## config.mk

```make
export PLATFORM = sky130hd
export DESIGN_NAME = flfa_piece_cell
export DESIGN_NICKNAME = d
export VERILOG_FILES = /design/src/rtl/flfa_pkg.sv /design/src/rtl/flfa_piece_cell.sv
export SDC_FILE = /design/constraint.sdc
export NUM_CORES = 1
export LEC_CHECK = 0
export BUFFER_PORTS_ARGS = -buffer_cell sky130_fd_sc_hd__buf_2
export CORE_ASPECT_RATIO = 0.6
export CORE_UTILIZATION = 45
export CTS_CLUSTER_DIAMETER = 40
export DETAILED_ROUTE_END_ITERATION = 10
export PLACE_DENSITY = 0.86
export SYNTH_ARGS = -nofsm -noshare
export SYNTH_HDL_FRONTEND = slang
export SYNTH_SLANG_ARGS = --single-unit
```

## constraint.sdc

```tcl
create_clock -name clk -period 1.2 [get_ports clk]
set_input_delay 0.12 -clock clk [delete_from_list [all_inputs] [get_ports clk]]
set_output_delay 0.12 -clock clk [all_outputs]
set_load 0.05 [all_outputs]
```

## src/rtl/flfa_pkg.sv

```systemverilog
// Shared types and constants for the free list fit allocator.
package flfa_pkg;

	localparam int FREE_SLOTS  = 64;
	localparam int PIECE_SLOTS = 64;
	localparam int ADDR_BITS   = 20;
	localparam int OWNER_BITS  = 16;
	localparam int LEN_W       = ADDR_BITS + 1;
	localparam int FIDX_W      = $clog2(FREE_SLOTS);
	localparam int PIDX_W      = $clog2(PIECE_SLOTS);
	localparam int SCAN_LEN    = (FREE_SLOTS > PIECE_SLOTS) ? FREE_SLOTS : PIECE_SLOTS;
	localparam int CNT_W       = $clog2(SCAN_LEN + 1);

	localparam logic [LEN_W-1:0] MEM_LIMIT = {1'b1, {ADDR_BITS{1'b0}}};

	// Result status codes
	localparam logic [1:0] ST_DONE    = 2'd0;
	localparam logic [1:0] ST_NOFIT   = 2'd1;
	localparam logic [1:0] ST_UNKNOWN = 2'd2;
	localparam logic [1:0] ST_FULL    = 2'd3;

	// Configuration register indexes
	localparam logic [1:0] REG_MEMORY_SIZE = 2'd0;
	localparam logic [1:0] REG_FIT_MODE    = 2'd1;

	typedef enum logic [1:0] {
		FOP_NONE,
		FOP_REBUILD,
		FOP_CARVE,
		FOP_GIVE
	} fop_t;

	typedef struct packed {
		logic                 valid;
		logic [ADDR_BITS-1:0] start;
		logic [LEN_W-1:0]     len;
	} free_ent_t;

	// Running best-candidate token passed down the free cells
	typedef struct packed {
		logic                 found;
		logic [FIDX_W-1:0]    idx;
		logic [LEN_W-1:0]     diff;
		logic [ADDR_BITS-1:0] start;
	} tok_t;

	typedef struct packed {
		fop_t                 op;
		logic [LEN_W-1:0]     size;
		logic                 fit_first;
		logic [FIDX_W-1:0]    pick;
		logic                 remove;
		logic [ADDR_BITS-1:0] gstart;
		logic [LEN_W-1:0]     glen;
		logic [LEN_W-1:0]     gend;
		logic [LEN_W-1:0]     rb_len;
	} free_cmd_t;

	typedef struct packed {
		logic merge;
		logic insert;
	} give_ctl_t;

	typedef struct packed {
		logic                  valid;
		logic [OWNER_BITS-1:0] owner;
		logic [ADDR_BITS-1:0]  start;
		logic [LEN_W-1:0]      len;
	} piece_ent_t;

	typedef struct packed {
		logic              clear;
		logic              rotate;
		logic              wen;
		logic [PIDX_W-1:0] widx;
		piece_ent_t        wdata;
	} piece_cmd_t;

endpackage

```

## src/rtl/flfa_piece_cell.sv

```systemverilog
// One granted-piece entry of the rotating piece ring.
module flfa_piece_cell import flfa_pkg::*; (
	input  logic              clk,
	input  logic              arst_n,
	input  logic [PIDX_W-1:0] idx,
	input  piece_cmd_t        cmd,
	input  piece_ent_t        right_ent,
	output piece_ent_t        ent
);

	logic                  valid_q;
	logic [OWNER_BITS-1:0] owner_q;
	logic [ADDR_BITS-1:0]  start_q;
	logic [LEN_W-1:0]      len_q;
	logic                  wr;

	assign wr  = cmd.wen && (idx == cmd.widx);
	assign ent = '{valid: valid_q, owner: owner_q, start: start_q, len: len_q};

	// Valid bit
	always_ff @(posedge clk or negedge arst_n) begin
		if (!arst_n) begin
			valid_q <= 1'b0;
		end else if (cmd.clear) begin
			valid_q <= 1'b0;
		end else if (cmd.rotate) begin
			valid_q <= right_ent.valid;
		end else if (wr) begin
			valid_q <= 1'b1;
		end
	end

	// Payload
	always_ff @(posedge clk) begin
		if (cmd.rotate) begin
			owner_q <= right_ent.owner;
			start_q <= right_ent.start;
			len_q   <= right_ent.len;
		end else if (wr) begin
			owner_q <= cmd.wdata.owner;
			start_q <= cmd.wdata.start;
			len_q   <= cmd.wdata.len;
		end
	end

endmodule

```

==> tab_implementation.tex <==
\begin{tabular}{lr}
\hline
Metric & Value \\
\hline
\multicolumn{2}{l}{\textbf{Worst setup path}} \\
Logic depth of the worst setup path including buffers & 6 \\
Crit-path max cell delay & 230 ps \\
Critical path data required time & 1220 ps \\
FF-to-FF setup slack & 430 ps \\
Critical path endpoint category & flop \\
Startpoint type of the worst setup path & input port \\
Worst path slowest cell & sky130\_fd\_sc\_hd\_\_or2\_4 \\
Cell family with the largest share of critical-path delay & simple AND/OR/NAND/NOR gates \\
Critical Path, Cell by Cell & buf\_2 > xnor2\_1 > nand4\_1 > nor4\_2 > or2\_4 > buf\_12 \\
Crit-path max FO & 25 \\
Number of buffers and inverters on the critical path & 2 \\
Signal arrival time at the worst endpoint & 1130 ps \\
Critical path type & in2reg \\
Worst-case reg-to-reg path depth & 1 \\
\multicolumn{2}{l}{\textbf{Clock network}} \\
Clock slew at reported path FFs & 60 ps \\
Number of buffers created by CTS & 9 \\
CTS tree & built \\
Maximum root-to-sink buffer count & 2 \\
Post-cts gate resize count & 0 \\
H-tree Lvls & 3 \\
Clock insertion delay at the later pin of the skew report & 320 ps \\
Clock sink total & 58 \\
Clock Root Buffer & sky130\_fd\_sc\_hd\_\_clkbuf\_8 \\
\multicolumn{2}{l}{\textbf{STA}} \\
Post-route setup slack & 97.0 ps \\
Min Clock Period, post-route & 1100 ps \\
Ratio of final minimum period to clock period & 0.919 \\
Max Clock Skew & 0 ps \\
Final number of max-transition violations & 0 \\
Worst relative slew slack & 0.835 \\
Pin slew with the least headroom to its limit & 245 ps \\
Count of endpoints failing setup in the final report & 0 \\
Unrepaired setup endpoints after global routing & no \\
Hold Vio Cnt, Final & 0 \\
FMAX & 0.907 GHz \\
Worst-case hold slack & 37.2 ps \\
\multicolumn{2}{l}{\textbf{Power}} \\
Power per cell area & 1400 nW/µm² \\
Power Total & 5730 µW \\
Worst VDD drop & 0.000880 V \\
Leak & 0.00198 µW \\
\multicolumn{2}{l}{\textbf{Synth}} \\
Parity-gate share of the synthesized area counting xor and xnor cells & 0.0189 \\
Post-synthesis net count & 268 \\
Fraction of the mapped netlist area in adder cells & 0 \\
Number of warnings reported in the yosys synthesis log & 0 \\
Synthesized-area fraction occupied by and/or/nand/nor cells & 0.00902 \\
Fraction of registers with async set/reset & 0.0172 \\
Number of library cell types mapped by synthesis & 13 \\
Mean Syn Cell Area & 20.5 µm² \\
Compound-gate portion of the synthesized area & 0.00496 \\
Proportion of synthesized area in mux cells & 0.309 \\
Total standard cell area after synthesis & 2770 µm² \\
Fraction of synthesized cell area taken by the top area cell type & 0.617 \\
Number of enable flip-flop cells after synthesis & 57 \\
Leading post-synthesis cells by cell area & sky130\_fd\_sc\_hd\_\_edfxtp\_1 (62\%), sky130\_fd\_sc\_hd\_\_mux2\_4 (31\%), sky130\_fd\_sc\_hd\_\_buf\_6 (2.8\%), sky130\_fd\_sc\_hd\_\_xnor2\_1 (0.95\%), sky130\_fd\_sc\_hd\_\_xor2\_1 (0.95\%) \\
Fraction of the yosys area taken by sequential cells & 0.626 \\
Largest area contributor in the synthesized netlist & sky130\_fd\_sc\_hd\_\_edfxtp\_1 \\
Synthesized instance count & 135 \\
Number of register bits inferred by synthesis & 58 \\
Predominant post-synthesis flop cell & sky130\_fd\_sc\_hd\_\_edfxtp\_1 \\
Dominant combinational cell family by area after synthesis & multiplexers \\
Most frequent cells after synthesis & sky130\_fd\_sc\_hd\_\_edfxtp\_1 (57), sky130\_fd\_sc\_hd\_\_mux2\_4 (57), sky130\_fd\_sc\_hd\_\_buf\_6 (7), sky130\_fd\_sc\_hd\_\_xnor2\_1 (3), sky130\_fd\_sc\_hd\_\_xor2\_1 (3) \\
\multicolumn{2}{l}{\textbf{GRT}} \\
Antenna violations before repair & 0 \\
Global-route wire length before repair & 9.15 mm \\
Global-route congestion overflow total & 0 \\
Total global routing track utilization & 0.192 \\
Largest net degree at the start of global routing & 26 \\
Vias in the first global route & 1,974 \\
\multicolumn{2}{l}{\textbf{Routing}} \\
Number of optimization iterations in the first detailed-route pass & 4 \\
Final Routed Wirelength & 6.00 mm \\
Detailed-route vias per instance & 4.51 \\
DRT iter0 DRCs & 35 \\
Antenna Nets Post-Route & 0 \\
Post-DR wirelength/cell & 14.2 µm \\
DR DRC count & 0 \\
Via count & 1,909 \\
\multicolumn{2}{l}{\textbf{Floorplanning}} \\
I/O pin total & 191 \\
Die area & 6490 µm² \\
Floorplan row count & 21 \\
Core Footprint & 5750 µm² \\
Die Height & 62.8 µm \\
Horizontal die dimension & 103 µm \\
Initial cell density of the core & 0.482 \\
\multicolumn{2}{l}{\textbf{Placement}} \\
Placed Area & 3880 µm² \\
Detailed placer's ending HPWL & 4.83 mm \\
Setup Slack @ Placement & -246 ps \\
I/O Buffers & 189 \\
Final Wtd Congestion & 0.725 \\
\multicolumn{2}{l}{\textbf{Cells and area}} \\
Fill count & 418 \\
Number of antenna repair diodes & 0 \\
Share of final-layout standard cells stronger than drive strength 1 & 0.796 \\
Layout Area Growth over Synthesis & 47.1\% \\
Layout Cell Area excl Fill & 4080 µm² \\
Count of nets after finishing & 471 \\
Area taken by multi-input logic gates & 950 µm² \\
Storage element area & 1740 µm² \\
Fraction of the core area covered by cells at the end of the flow & 0.709 \\
\multicolumn{2}{l}{\textbf{Worst hold path}} \\
Hold Path Cell Cnt & 3 \\
Class of the most critical hold timing path & in2reg \\
\multicolumn{2}{l}{\textbf{Run status}} \\
Result of the run & complete, no violations \\
\multicolumn{2}{l}{\textbf{Flow run}} \\
Max\_cap viols & 0 \\
\hline
\end{tabular}
[path summary, 6_finish.rpt]
kind	end	from
worst max-delay path	owner_q[9]$_DFFE_PP_	cmd[58]
worst min-delay path	valid_q$_DFFE_PN0P_	cmd[66]
worst max register to register	valid_q$_DFFE_PN0P_	valid_q$_DFFE_PN0P_
worst min register to register	valid_q$_DFFE_PN0P_	valid_q$_DFFE_PN0P_
max in group asynchronous	valid_q$_DFFE_PN0P_	arst_n
min in group asynchronous	valid_q$_DFFE_PN0P_	arst_n
[final cells by class]
| class | count | area share |
|---|---|---|
| sequential | 58 | 0.426 |
| timing repair buffer | 200 | 0.269 |
| multi-input combinational | 68 | 0.233 |
| clock buffer | 9 | 0.0304 |
| tap | 80 | 0.0245 |
| clock inverter | 7 | 0.0172 |
| inverter | 1 | 0.000920 |
[what timing repair did]
| action | CTS | global route |
|---|---|---|
| hold buffers | 1 | 0 |
| buffers inserted | 0 | 0 |
| hold endpoints to repair | 1 | 0 |
[kinds of logic (layout without fill, tap and decap cells)]
family,Yosys count,count (layout)
mux,57,57
xor+xnor,6,6
buf+inv,9,217
simple gates,3,3
flops,58,58
compound gates,2,2
[per-layer routing]
metal  vias to the layer above  share of wire  track usage
met1                       889           0.37        0.196
met5                         -              0            0
met4                         0         0.0077       0.0528
met2                        86           0.54        0.353
met3                         5          0.079       0.0805
li1                        929              -            -
[per-stage QoR]
stage	setup TNS, ps	std cells
2_1_floorplan	-15910	135
4_1_cts	0	423
6_report	0	423
3_3_place_gp	-12790	406
5_1_grt	0	423
3_5_place_dp	-13330	406
[flip-flops by register name, summed over array words and instances (netlist names)]
name / count
valid_q: 1
owner_q: 16
start_q: 20
len_q: 21
[report_power, final]
group / leakage (µW) / switching [µW] / internal [µW]
logic: 0.00132 / 967 / 559
registers: 0.000571 / 50.4 / 2460
clock network: 0.0000889 / 747 / 949
total: 0.00198 / 1760 / 3960
[placed cells by master (no fill, tap or decap), types with 3 or more instances in the layout]
| master | n |
|---|---|
| sky130_fd_sc_hd__buf_2 | 188 |
| sky130_fd_sc_hd__mux2_4 | 57 |
| sky130_fd_sc_hd__edfxtp_1 | 57 |
| sky130_fd_sc_hd__clkbuf_8 | 9 |
| sky130_fd_sc_hd__buf_4 | 6 |
| sky130_fd_sc_hd__buf_12 | 5 |
| sky130_fd_sc_hd__xor2_1 | 3 |
| sky130_fd_sc_hd__xnor2_1 | 3 |
| sky130_fd_sc_hd__clkinvlp_4 | 3 |
Power figures use the tool's default switching activity.
